<file path="src/hw/rtl/mfq_pkg.sv">
// Shared constants, codes and controller/datapath interface types of the scheduler.
package mfq_pkg;

  localparam int TASK_COUNT  = 64;
  localparam int LEVEL_COUNT = 4;
  localparam int RING_SLOTS  = 64;
  localparam int TID_W       = 6;
  localparam int LVL_W       = 2;
  localparam int IDX_W       = 6;
  localparam int TICK_W      = 4;
  localparam int RADDR_W     = LVL_W + IDX_W;
  localparam logic [TICK_W-1:0] TICK_MAX = 4'd15;

  typedef enum logic [2:0] {
    OP_CREATE, OP_MKRUN, OP_SLEEP, OP_PICK, OP_REQUEUE, OP_EXIT, OP_REAP, OP_BOOST
  } op_t;

  typedef enum logic [2:0] {
    ST_UNUSED, ST_EMBRYO, ST_SLEEPING, ST_RUNNABLE, ST_RUNNING, ST_ZOMBIE
  } status_t;

  typedef struct packed {
    status_t            st;
    logic [LVL_W-1:0]   lvl;
    logic [TICK_W-1:0]  ticks;
  } task_ent_t;

  typedef enum logic [1:0] {TA_TID, TA_CUR, TA_K, TA_RING} taddr_t;
  typedef enum logic [1:0] {TW_CREATE, TW_STATUS, TW_REQUEUE, TW_BOOST} twsel_t;
  typedef enum logic [1:0] {PL_TASK, PL_REQ, PL_ZERO} plvl_t;

  typedef enum logic [3:0] {
    R_NONE, R_LVL0, R_LVL_NEXT, R_PH_INIT, R_RD_IDX, R_RD_NEXT, R_RD_HEAD,
    R_IDX_INC, R_APPEND, R_MOVE, R_TRUNC, R_POP
  } ring_op_t;

  typedef enum logic [4:0] {
    S_IDLE, S_TRD, S_DISP, S_FIN,
    S_PH_INIT, S_PH_CHK, S_PH_CMP, S_PH_ADD,
    S_RM_INIT, S_RM_CHK, S_RM_CMP, S_RM_SH, S_RM_MV,
    S_PK_CHK, S_PK_RD, S_PK_TK,
    S_BS_RD, S_BS_CHK, S_BS_NEXT
  } state_t;

  typedef struct packed {
    logic      capture;
    logic      task_rd;
    logic      task_wr;
    taddr_t    taddr;
    twsel_t    twsel;
    status_t   new_status;
    ring_op_t  ring_op;
    logic      load_cur;
    logic      cur_from_k;
    logic      load_plvl;
    plvl_t     plvl_sel;
    logic      set_pa;
    logic      pa_val;
    logic      k_clr;
    logic      k_inc;
    logic      res_set;
    logic      res_load;
  } cmd_t;

  typedef struct packed {
    op_t      op;
    status_t  st;
    logic     live;
    logic     demote;
    logic     ring_match;
    logic     idx_at_tail;
    logic     head_eq_tail;
    logic     ring_full;
    logic     next_at_tail;
    logic     lvl_last;
    logic     k_last;
    logic     pa;
    logic     out_free;
  } sts_t;

endpackage

</file>
<file path="src/hw/rtl/multilevel_feedback_queue_scheduler.sv">
// Top level of the multilevel feedback queue scheduler: controller plus datapath.
//
//   Channel  Ports                                            Direction
//   input    in_valid, in_ready, in_op, in_task_id            word in
//   result   out_valid, out_ready, out_found, out_chosen_task, out_chosen_level  word out
//
// Each word is handled alone: a duplicate check walks its ring entry by entry, removal
// scans the rings and then shifts the rest down, and boost visits each task slot in turn
// and does a duplicate-checked push for each runnable task.
// Reset is synchronous and leaves every ring empty and every task unused at once.
// A finished result waits in the output register; the next word is taken meanwhile.
module multilevel_feedback_queue_scheduler import mfq_pkg::*; (
  input  logic              clk,
  input  logic              rst_n,
  input  logic              in_valid,
  output logic              in_ready,
  input  logic [2:0]        in_op,
  input  logic [TID_W-1:0]  in_task_id,
  output logic              out_valid,
  input  logic              out_ready,
  output logic              out_found,
  output logic [TID_W-1:0]  out_chosen_task,
  output logic [LVL_W-1:0]  out_chosen_level
);

  cmd_t cmd;
  sts_t sts;

  mfq_ctrl u_ctrl (
    .clk      (clk),
    .rst_n    (rst_n),
    .in_valid (in_valid),
    .sts      (sts),
    .in_ready (in_ready),
    .cmd      (cmd)
  );

  mfq_dp u_dp (
    .clk              (clk),
    .rst_n            (rst_n),
    .cmd              (cmd),
    .in_op            (in_op),
    .in_task_id       (in_task_id),
    .out_ready        (out_ready),
    .sts              (sts),
    .out_valid        (out_valid),
    .out_found        (out_found),
    .out_chosen_task  (out_chosen_task),
    .out_chosen_level (out_chosen_level)
  );

endmodule

</file>
<file path="src/hw/rtl/mfq_ctrl.sv">
// Controller state machine that sequences each scheduling event over the datapath.
module mfq_ctrl import mfq_pkg::*; (
  input  logic clk,
  input  logic rst_n,
  input  logic in_valid,
  input  sts_t sts,
  output logic in_ready,
  output cmd_t cmd
);

  state_t state_r, state_nxt;

  always_ff @(posedge clk) begin
    if (!rst_n) state_r <= S_IDLE;
    else        state_r <= state_nxt;
  end

  always_comb begin
    state_t push_done, rm_done;
    push_done = (sts.op == OP_BOOST) ? S_BS_NEXT : S_FIN;
    rm_done   = sts.pa ? S_PH_INIT : S_FIN;
    cmd       = '0;
    in_ready  = 1'b0;
    state_nxt = state_r;
    unique case (state_r)
      S_IDLE: begin
        in_ready = 1'b1;
        if (in_valid) begin
          cmd.capture = 1'b1;
          state_nxt   = S_TRD;
        end
      end
      S_TRD: begin
        cmd.task_rd = 1'b1;
        cmd.taddr   = TA_TID;
        state_nxt   = S_DISP;
      end
      S_DISP: begin
        cmd.taddr = TA_TID;
        state_nxt = S_FIN;
        unique case (sts.op)
          OP_CREATE: begin
            if (sts.st == ST_UNUSED) begin
              cmd.task_wr = 1'b1;
              cmd.twsel   = TW_CREATE;
            end
          end
          OP_MKRUN: begin
            if (sts.live) begin
              cmd.task_wr    = 1'b1;
              cmd.twsel      = TW_STATUS;
              cmd.new_status = ST_RUNNABLE;
              cmd.load_cur   = 1'b1;
              cmd.load_plvl  = 1'b1;
              cmd.plvl_sel   = PL_TASK;
              state_nxt      = S_PH_INIT;
            end
          end
          OP_SLEEP, OP_EXIT: begin
            if (sts.live) begin
              cmd.task_wr    = 1'b1;
              cmd.twsel      = TW_STATUS;
              cmd.new_status = (sts.op == OP_SLEEP) ? ST_SLEEPING : ST_ZOMBIE;
              cmd.load_cur   = 1'b1;
              cmd.set_pa     = 1'b1;
              state_nxt      = S_RM_INIT;
            end
          end
          OP_REAP: begin
            if (sts.st == ST_ZOMBIE) begin
              cmd.task_wr    = 1'b1;
              cmd.twsel      = TW_STATUS;
              cmd.new_status = ST_UNUSED;
              cmd.load_cur   = 1'b1;
              cmd.set_pa     = 1'b1;
              state_nxt      = S_RM_INIT;
            end
          end
          OP_REQUEUE: begin
            if (sts.st == ST_RUNNING || sts.st == ST_RUNNABLE) begin
              cmd.task_wr   = 1'b1;
              cmd.twsel     = TW_REQUEUE;
              cmd.load_cur  = 1'b1;
              cmd.load_plvl = 1'b1;
              cmd.plvl_sel  = PL_REQ;
              cmd.set_pa    = 1'b1;
              cmd.pa_val    = 1'b1;
              state_nxt     = sts.demote ? S_RM_INIT : S_PH_INIT;
            end
          end
          OP_PICK: begin
            cmd.ring_op = R_LVL0;
            state_nxt   = S_PK_CHK;
          end
          default: begin
            cmd.k_clr = 1'b1;
            state_nxt = S_BS_RD;
          end
        endcase
      end
      S_PH_INIT: begin
        cmd.ring_op = R_PH_INIT;
        state_nxt   = S_PH_CHK;
      end
      S_PH_CHK: begin
        if (sts.idx_at_tail) begin
          state_nxt = S_PH_ADD;
        end else begin
          cmd.ring_op = R_RD_IDX;
          state_nxt   = S_PH_CMP;
        end
      end
      S_PH_CMP: begin
        if (sts.ring_match) begin
          state_nxt = push_done;
        end else begin
          cmd.ring_op = R_IDX_INC;
          state_nxt   = S_PH_CHK;
        end
      end
      S_PH_ADD: begin
        if (!sts.ring_full) cmd.ring_op = R_APPEND;
        state_nxt = push_done;
      end
      S_RM_INIT: begin
        cmd.ring_op = R_LVL0;
        state_nxt   = S_RM_CHK;
      end
      S_RM_CHK: begin
        if (sts.idx_at_tail) begin
          if (sts.lvl_last) begin
            state_nxt = rm_done;
          end else begin
            cmd.ring_op = R_LVL_NEXT;
          end
        end else begin
          cmd.ring_op = R_RD_IDX;
          state_nxt   = S_RM_CMP;
        end
      end
      S_RM_CMP: begin
        if (sts.ring_match) begin
          state_nxt = S_RM_SH;
        end else begin
          cmd.ring_op = R_IDX_INC;
          state_nxt   = S_RM_CHK;
        end
      end
      S_RM_SH: begin
        if (sts.next_at_tail) begin
          cmd.ring_op = R_TRUNC;
          state_nxt   = rm_done;
        end else begin
          cmd.ring_op = R_RD_NEXT;
          state_nxt   = S_RM_MV;
        end
      end
      S_RM_MV: begin
        cmd.ring_op = R_MOVE;
        state_nxt   = S_RM_SH;
      end
      S_PK_CHK: begin
        if (sts.head_eq_tail) begin
          if (sts.lvl_last) begin
            state_nxt = S_FIN;
          end else begin
            cmd.ring_op = R_LVL_NEXT;
          end
        end else begin
          cmd.ring_op = R_RD_HEAD;
          state_nxt   = S_PK_RD;
        end
      end
      S_PK_RD: begin
        cmd.ring_op = R_POP;
        cmd.task_rd = 1'b1;
        cmd.taddr   = TA_RING;
        state_nxt   = S_PK_TK;
      end
      S_PK_TK: begin
        if (sts.st == ST_RUNNABLE) begin
          cmd.ring_op    = R_APPEND;
          cmd.task_wr    = 1'b1;
          cmd.taddr      = TA_CUR;
          cmd.twsel      = TW_STATUS;
          cmd.new_status = ST_RUNNING;
          cmd.res_set    = 1'b1;
          state_nxt      = S_FIN;
        end else begin
          state_nxt = S_PK_CHK;
        end
      end
      S_BS_RD: begin
        cmd.task_rd = 1'b1;
        cmd.taddr   = TA_K;
        state_nxt   = S_BS_CHK;
      end
      S_BS_CHK: begin
        cmd.taddr = TA_K;
        state_nxt = S_BS_NEXT;
        if (sts.live) begin
          cmd.task_wr = 1'b1;
          cmd.twsel   = TW_BOOST;
          if (sts.st == ST_RUNNABLE) begin
            cmd.load_cur   = 1'b1;
            cmd.cur_from_k = 1'b1;
            cmd.load_plvl  = 1'b1;
            cmd.plvl_sel   = PL_ZERO;
            state_nxt      = S_PH_INIT;
          end
        end
      end
      S_BS_NEXT: begin
        if (sts.k_last) begin
          state_nxt = S_FIN;
        end else begin
          cmd.k_inc = 1'b1;
          state_nxt = S_BS_RD;
        end
      end
      S_FIN: begin
        if (sts.out_free) begin
          cmd.res_load = 1'b1;
          state_nxt    = S_IDLE;
        end
      end
      default: state_nxt = S_IDLE;
    endcase
  end

endmodule

</file>
<file path="src/hw/rtl/mfq_dp.sv">
// Datapath with the ring memory, task table, ring pointers and the result register.
module mfq_dp import mfq_pkg::*; (
  input  logic              clk,
  input  logic              rst_n,
  input  cmd_t              cmd,
  input  logic [2:0]        in_op,
  input  logic [TID_W-1:0]  in_task_id,
  input  logic              out_ready,
  output sts_t              sts,
  output logic              out_valid,
  output logic              out_found,
  output logic [TID_W-1:0]  out_chosen_task,
  output logic [LVL_W-1:0]  out_chosen_level
);

  function automatic logic [IDX_W-1:0] step_idx(input logic [IDX_W-1:0] i);
    step_idx = (i == IDX_W'(RING_SLOTS - 1)) ? '0 : i + 1'b1;
  endfunction

  logic [TID_W-1:0]  ring_mem [LEVEL_COUNT*RING_SLOTS];
  task_ent_t         task_mem [TASK_COUNT];
  logic [TASK_COUNT-1:0] tvalid_r;

  op_t               op_r;
  logic [TID_W-1:0]  tid_r, cur_r, k_r, ring_q_r;
  logic [LVL_W-1:0]  lvl_r, plvl_r;
  logic [IDX_W-1:0]  idx_r;
  logic              pa_r;
  logic [IDX_W-1:0]  head_r [LEVEL_COUNT];
  logic [IDX_W-1:0]  tail_r [LEVEL_COUNT];
  task_ent_t         task_rd_r;
  logic              tv_rd_r;
  logic              res_found_r, out_valid_r, out_found_r;
  logic [TID_W-1:0]  res_task_r, out_task_r;
  logic [LVL_W-1:0]  res_lvl_r, out_lvl_r;

  task_ent_t         task_q, task_wdata;
  logic [TID_W-1:0]  taddr;
  logic [IDX_W-1:0]  hd, tl;
  logic [LVL_W-1:0]  lvl_nx, req_lvl, new_plvl;
  logic [TICK_W-1:0] tk_inc;
  logic [8:0]        thr;
  logic              demote;
  logic              ring_re, ring_we;
  logic [RADDR_W-1:0] ring_raddr, ring_waddr;
  logic [TID_W-1:0]  ring_wdata;

  assign task_q = tv_rd_r ? task_rd_r : '0;
  assign hd     = head_r[lvl_r];
  assign tl     = tail_r[lvl_r];
  assign lvl_nx = lvl_r + 1'b1;
  assign tk_inc = (task_q.ticks == TICK_MAX) ? TICK_MAX : task_q.ticks + 1'b1;
  assign thr    = 9'd1 << task_q.lvl;
  assign demote = (task_q.lvl != LVL_W'(LEVEL_COUNT - 1)) &&
                  ({{(9-TICK_W){1'b0}}, tk_inc} >= thr);
  assign req_lvl = demote ? task_q.lvl + 1'b1 : task_q.lvl;

  always_comb begin
    unique case (cmd.taddr)
      TA_TID:  taddr = tid_r;
      TA_CUR:  taddr = cur_r;
      TA_K:    taddr = k_r;
      default: taddr = ring_q_r;
    endcase
    unique case (cmd.twsel)
      TW_CREATE:  task_wdata = '{st: ST_EMBRYO, lvl: '0, ticks: '0};
      TW_STATUS:  task_wdata = '{st: cmd.new_status, lvl: task_q.lvl, ticks: task_q.ticks};
      TW_REQUEUE: task_wdata = '{st: ST_RUNNABLE, lvl: req_lvl,
                                 ticks: (demote ? '0 : tk_inc)};
      default:    task_wdata = '{st: task_q.st, lvl: '0, ticks: '0};
    endcase
    unique case (cmd.plvl_sel)
      PL_TASK: new_plvl = task_q.lvl;
      PL_REQ:  new_plvl = req_lvl;
      default: new_plvl = '0;
    endcase
  end

  always_comb begin
    ring_re    = 1'b0;
    ring_we    = 1'b0;
    ring_raddr = {lvl_r, idx_r};
    ring_waddr = {lvl_r, tl};
    ring_wdata = cur_r;
    unique case (cmd.ring_op)
      R_RD_IDX:  ring_re = 1'b1;
      R_RD_NEXT: begin
        ring_re    = 1'b1;
        ring_raddr = {lvl_r, step_idx(idx_r)};
      end
      R_RD_HEAD: begin
        ring_re    = 1'b1;
        ring_raddr = {lvl_r, hd};
      end
      R_APPEND:  ring_we = 1'b1;
      R_MOVE: begin
        ring_we    = 1'b1;
        ring_waddr = {lvl_r, idx_r};
        ring_wdata = ring_q_r;
      end
      default: ;
    endcase
  end

  always_ff @(posedge clk) begin
    if (ring_we) ring_mem[ring_waddr] <= ring_wdata;
    if (ring_re) ring_q_r <= ring_mem[ring_raddr];
    if (cmd.task_wr) task_mem[taddr] <= task_wdata;
    if (cmd.task_rd) begin
      task_rd_r <= task_mem[taddr];
      tv_rd_r   <= tvalid_r[taddr];
    end
  end

  always_ff @(posedge clk) begin
    if (!rst_n) begin
      tvalid_r    <= '0;
      out_valid_r <= 1'b0;
      for (int l = 0; l < LEVEL_COUNT; l++) begin
        head_r[l] <= '0;
        tail_r[l] <= '0;
      end
    end else begin
      if (cmd.task_wr) tvalid_r[taddr] <= 1'b1;
      if (cmd.res_load)  out_valid_r <= 1'b1;
      else if (out_ready) out_valid_r <= 1'b0;
      unique case (cmd.ring_op)
        R_APPEND: tail_r[lvl_r] <= step_idx(tl);
        R_TRUNC:  tail_r[lvl_r] <= idx_r;
        R_POP:    head_r[lvl_r] <= step_idx(hd);
        default: ;
      endcase
    end
  end

  always_ff @(posedge clk) begin
    if (cmd.capture) begin
      op_r        <= op_t'(in_op);
      tid_r       <= in_task_id;
      res_found_r <= 1'b0;
      res_task_r  <= '0;
      res_lvl_r   <= '0;
    end
    if (cmd.res_set) begin
      res_found_r <= 1'b1;
      res_task_r  <= cur_r;
      res_lvl_r   <= lvl_r;
    end
    if (cmd.res_load) begin
      out_found_r <= res_found_r;
      out_task_r  <= res_task_r;
      out_lvl_r   <= res_lvl_r;
    end
    if (cmd.load_cur)  cur_r  <= cmd.cur_from_k ? k_r : tid_r;
    if (cmd.load_plvl) plvl_r <= new_plvl;
    if (cmd.set_pa)    pa_r   <= cmd.pa_val;
    if (cmd.k_clr)      k_r <= '0;
    else if (cmd.k_inc) k_r <= k_r + 1'b1;
    unique case (cmd.ring_op)
      R_LVL0: begin
        lvl_r <= '0;
        idx_r <= head_r[0];
      end
      R_LVL_NEXT: begin
        lvl_r <= lvl_nx;
        idx_r <= head_r[lvl_nx];
      end
      R_PH_INIT: begin
        lvl_r <= plvl_r;
        idx_r <= head_r[plvl_r];
      end
      R_IDX_INC, R_MOVE: idx_r <= step_idx(idx_r);
      R_POP:             cur_r <= ring_q_r;
      default: ;
    endcase
  end

  always_comb begin
    sts.op           = op_r;
    sts.st           = task_q.st;
    sts.live         = (task_q.st != ST_UNUSED) && (task_q.st != ST_ZOMBIE);
    sts.demote       = demote;
    sts.ring_match   = (ring_q_r == cur_r);
    sts.idx_at_tail  = (idx_r == tl);
    sts.head_eq_tail = (hd == tl);
    sts.ring_full    = (step_idx(tl) == hd);
    sts.next_at_tail = (step_idx(idx_r) == tl);
    sts.lvl_last     = (lvl_r == LVL_W'(LEVEL_COUNT - 1));
    sts.k_last       = (k_r == TID_W'(TASK_COUNT - 1));
    sts.pa           = pa_r;
    sts.out_free     = !out_valid_r || out_ready;
  end

  assign out_valid        = out_valid_r;
  assign out_found        = out_found_r;
  assign out_chosen_task  = out_task_r;
  assign out_chosen_level = out_lvl_r;

endmodule

</file>
<file path="config.mk">
export PLATFORM = sky130hd
export DESIGN_NAME = multilevel_feedback_queue_scheduler
export DESIGN_NICKNAME = d
export VERILOG_FILES = /design/src/hw/rtl/mfq_pkg.sv /design/src/hw/rtl/multilevel_feedback_queue_scheduler.sv /design/src/hw/rtl/mfq_ctrl.sv /design/src/hw/rtl/mfq_dp.sv
export SDC_FILE = /design/constraint.sdc
export NUM_CORES = 2
export LEC_CHECK = 0
export BUFFER_PORTS_ARGS = -buffer_cell sky130_fd_sc_hd__buf_2
export CORE_MARGIN = 1
export CORE_UTILIZATION = 50
export CTS_CLUSTER_SIZE = 12
export DETAILED_ROUTE_END_ITERATION = 8
export GPL_TIMING_DRIVEN = 0
export PLACE_DENSITY = 0.65
export SLEW_MARGIN = 0
export SYNTH_ARGS = -nofsm -noshare
export SYNTH_HDL_FRONTEND = slang
export SYNTH_HIERARCHICAL = 1
export SYNTH_SLANG_ARGS = --single-unit
</file>
<file path="constraint.sdc">
create_clock -name clk -period 8.5 [get_ports clk]
set_clock_uncertainty 0.15 [all_clocks]
set_input_delay 0.85 -clock clk [delete_from_list [all_inputs] [get_ports clk]]
set_output_delay 0.85 -clock clk [all_outputs]
set_load 0.01 [all_outputs]
</file>
==> impl_metrics.json <==
{
  "drv_cap": 1,
  "crit_type": "register to register",
  "ioPinCount": 24,
  "drtPass1Iterations": 9,
  "worstHoldEndpoint": "u_ctrl/state_r[4]",
  "design.die.area_um2": 190000,
  "holdCritStartpoint": "rst_n",
  "peakVddDrop_mv": 0.257,
  "hold_viol": 0,
  "syn_area_um2": 94300,
  "synth.largest_area_cell": "edfxtp_1",
  "post-synth-top-area-fraction": 0.707,
  "p_sw_mw": 5.12,
  "num_rows": 158,
  "worst_ep_required_time_ns": 8.87,
  "core-area_um2": 186000,
  "grt_pass1_vias": 63100,
  "r2r_end": "u_dp/ring_q_r[5]",
  "synth_edf_count": 2219,
  "finalPower_mw": 23.1,
  "num_vias": 68700,
  "internal_power_mw": 18.0,
  "p_clk_frac": 0.423,
  "synth_mux_area_frac": 0.0255,
  "grtUsageTotal": 0.390,
  "crit_path_max_fanout": 10,
  "clock_latency_ns": 0.92,
  "setup_violations": 4,
  "grt_max_degree": 156,
  "final_cell_area_um2": 106000,
  "overflow": 0,
  "antenna_found_initial": 36,
  "power.share.combinational": 0.045,
  "reg2reg_slack_ns": -0.07,
  "ys_warn_count": 6,
  "synthSimpleGateAreaFrac": 0.153,
  "fill_cells": 15100,
  "cts-root-buf": "clkbuf_16",
  "syn_inst": 7324,
  "area.growth.synth_to_final_pct": 12.5,
  "cts_buffers": 232,
  "via_per_inst": 6.67,
  "whs_ns": 0.121,
  "end_kind": "register",
  "drc": 0,
  "rsz0062_at_grt": "yes",
  "drt_iter0_drc": 13200,
  "dp_hpwl_um": 258000,
  "yosys.area_share.xor_xnor": 0.00390,
  "ant_nets": 0,
  "cp_data_arrival_time_ns": 8.94,
  "worstMarginPinSlew_ns": 1.52,
  "cts_max_level": 4,
  "tns_ns": -0.165,
  "layout.nets": 7643,
  "hold_class": "input pin to register",
  "outcome": "finished, violations left",
  "p_sw_frac": 0.222,
  "fp.dieH_um": 436,
  "cp-start-kind": "register",
  "slew_violations": 11,
  "yosys-top-cells-count": "edfxtp_1 (2219), nand2_1 (1703), nand3_1 (717), nor2_1 (621), a21oi_1 (309)",
  "synth-main-ff-cell": "edfxtp_1",
  "synth_nets": 7354,
  "finalWorstSetupSlack_ns": -0.0692,
  "routabilityCongestion": 1.06,
  "place_area_um2": 98300,
  "synth_compound_area_frac": 0.0643,
  "power_leakage_nw": 34.6,
  "clock_sinks": 2300,
  "seqPwrFrac": 0.532,
  "synth_top_family_by_area": "simple AND/OR/NAND/NOR gates",
  "final_cells": 10300,
  "grt_pass1_wl_um": 509000,
  "synth_seq_cells": 2300,
  "die_w_um": 436,
  "final.period_utilization": 1.01,
  "avgSynthCellArea_um2": 12.9,
  "max_freq_ghz": 0.117,
  "placedCellCount": 9854,
  "powerDensity_nw_per_um2": 218,
  "cts_buffer_depth": 3,
  "reg2reg_depth": 23,
  "whs_path_depth": 2,
  "synthTopCellsByArea": "edfxtp_1 (71%), nand2_1 (6.8%), nand3_1 (3.8%), nor2_1 (2.5%), dfxtp_1 (1.7%)",
  "layout-drive-gt1-share": 0.113,
  "avgRoutedWirePerCell_um": 36.5,
  "numPortBuffers": 23,
  "start_util": 0.506,
  "period_minus_slack_ns": 8.57,
  "totalWireLength_um": 375000,
  "synth.most_common_cell": "edfxtp_1",
  "cts_tree": "yes",
  "clk_pin_slew_ns": 0.06,
  "synthArstFlopShare": 0,
  "synthAdderAreaFrac": 0.00236,
  "maxSlewHeadroom": -0.0129,
  "synthDistinctLibCells": 101,
  "seq_area_frac_synth": 0.724,
  "violations": "max-capacitance violations, max-slew violations, negative setup slack"
}
[cell families (layout without fill, tap and decap cells)]
kind of cell,after synthesis,after routing
xor+xnor,42,42
compound gates,906,906
simple gates,3363,3363
mux,189,189
buf+inv,506,976
other cells,0,16
fa+ha+maj,18,18
flops,2300,2300
[what timing repair did]
action | in CTS | in global routing
resized for setup | 62 | 116
endpoints found under the hold margin | 9 | 0
setup endpoints to repair | 652 | 918
hold buffers | 9 | 0
setup buffers | 1 | 0
pin swaps | 1 | 0
[power groups by stage]
| stage | combinational [mW] | clock (mW) | sequential, mW |
|---|---|---|---|
| final | 1.04 | 9.77 | 12.3 |
| after global routing | 1.05 | 10.2 | 12.3 |
| after CTS | 0.980 | 9.79 | 12.3 |
| after detailed placement | 0.969 | 0 | 12.5 |
| after global placement | 0.957 | 0 | 12.5 |
| after floorplan | 0.511 | 0 | 12.5 |
[through the flow]
step | setup slack (ns) | util
3_3_place_gp | -2.12 | 0.523
3_5_place_dp | -1.12 | 0.527
2_1_floorplan | 2.13 | -
6_report | -0.0692 | 0.569
5_1_grt | -0.00810 | 0.568
4_1_cts | -0.0774 | 0.567
[flip-flops by register name (all words and copies together), names as in the netlist, 2 cells and up, named ones only]
name	count
u_dp/task_rd_r	9
u_dp/out_chosen_task	6
u_dp/tvalid_r	64
u_dp/ring_q_r	6
u_ctrl/state_r	5
u_dp/k_r	6
u_dp/op_r	3
u_dp/plvl_r	2
u_dp/head_r	24
u_dp/ring_mem	1536
u_dp/tid_r	6
u_dp/out_chosen_level	2
u_dp/task_mem	576
u_dp/cur_r	6
u_dp/res_lvl_r	2
u_dp/idx_r	6
u_dp/tail_r	24
u_dp/lvl_r	2
u_dp/res_task_r	6
[layout by cell type (no fill, tap or decap), types with 33 or more instances in the layout]
cell	netlist	final
a21oi_1	309	307
a221oi_1	57	57
a22o_1	33	33
a22oi_1	97	97
a31oi_1	69	65
buf_2	238	252
buf_4	39	45
clkbuf_1	141	205
clkbuf_16	0	236
clkinv_1	0	37
dfxtp_1	81	81
edfxtp_1	2219	2219
inv_1	36	36
mux2i_1	133	133
mux4_2	36	36
nand2_1	1703	1691
nand3_1	717	716
nand4_1	119	119
nor2_1	621	534
nor2_2	3	83
o21ai_0	77	70
[metal layers]
layer,global-route usage,wire length [µm],vias to the layer above
met4,0.255,28800,28
met2,0.556,159000,5807
met5,0,291,-
met1,0.509,132000,33900
li1,-,-,27700
met3,0.130,55700,1247
[worst max-delay path: stages (launching register included)]
cell and delay, ns:
dfxtp_1 0.43, buf_6 0.23, mux4_1 0.59, clkbuf_1 0.35, or3b_2 0.54, a31oi_1 0.20, a21oi_1 0.14, nor4_4 0.50
nor4_1 0.11, nor2_1 0.12, o21ai_0 0.24, buf_2 0.27, nand2b_1 0.27, a221oi_1 0.45, and3_1 0.25, buf_6 0.19
buf_4 0.28, buf_4 0.42, nand3_1 0.16, a21oi_1 0.52, o311a_1 0.31, nand4_1 0.38, o21ai_1 0.57, nand4_1 0.46
[final cells by class]
type	instances	area, µm²	area share
antenna	16	40.0	0.000378
timing repair buffer	61	837	0.00790
tap	2480	3100	0.0293
sequential	2300	68300	0.644
multi-input combinational	4518	24100	0.227
buffer	463	2450	0.0231
inverter	37	139	0.00131
clock buffer	343	6440	0.0607
clock inverter	72	674	0.00636
[worst max path at each step]
stage,start,endpoint,slack (ns),depth (start not counted)
detailed placement,register,u_dp/ring_q_r[5],-1.12,23
global placement,register,u_dp/ring_mem[223][0],-2.12,15
CTS,register,u_dp/ring_mem[171][4],-0.08,22
global route,register,u_dp/ring_q_r[0],-0.008,24
finish,register,u_dp/ring_q_r[5],-0.07,23
floorplan,register,u_dp/ring_mem[0][1],2.13,18
Note: power is estimated with default switching activity, not from simulation.
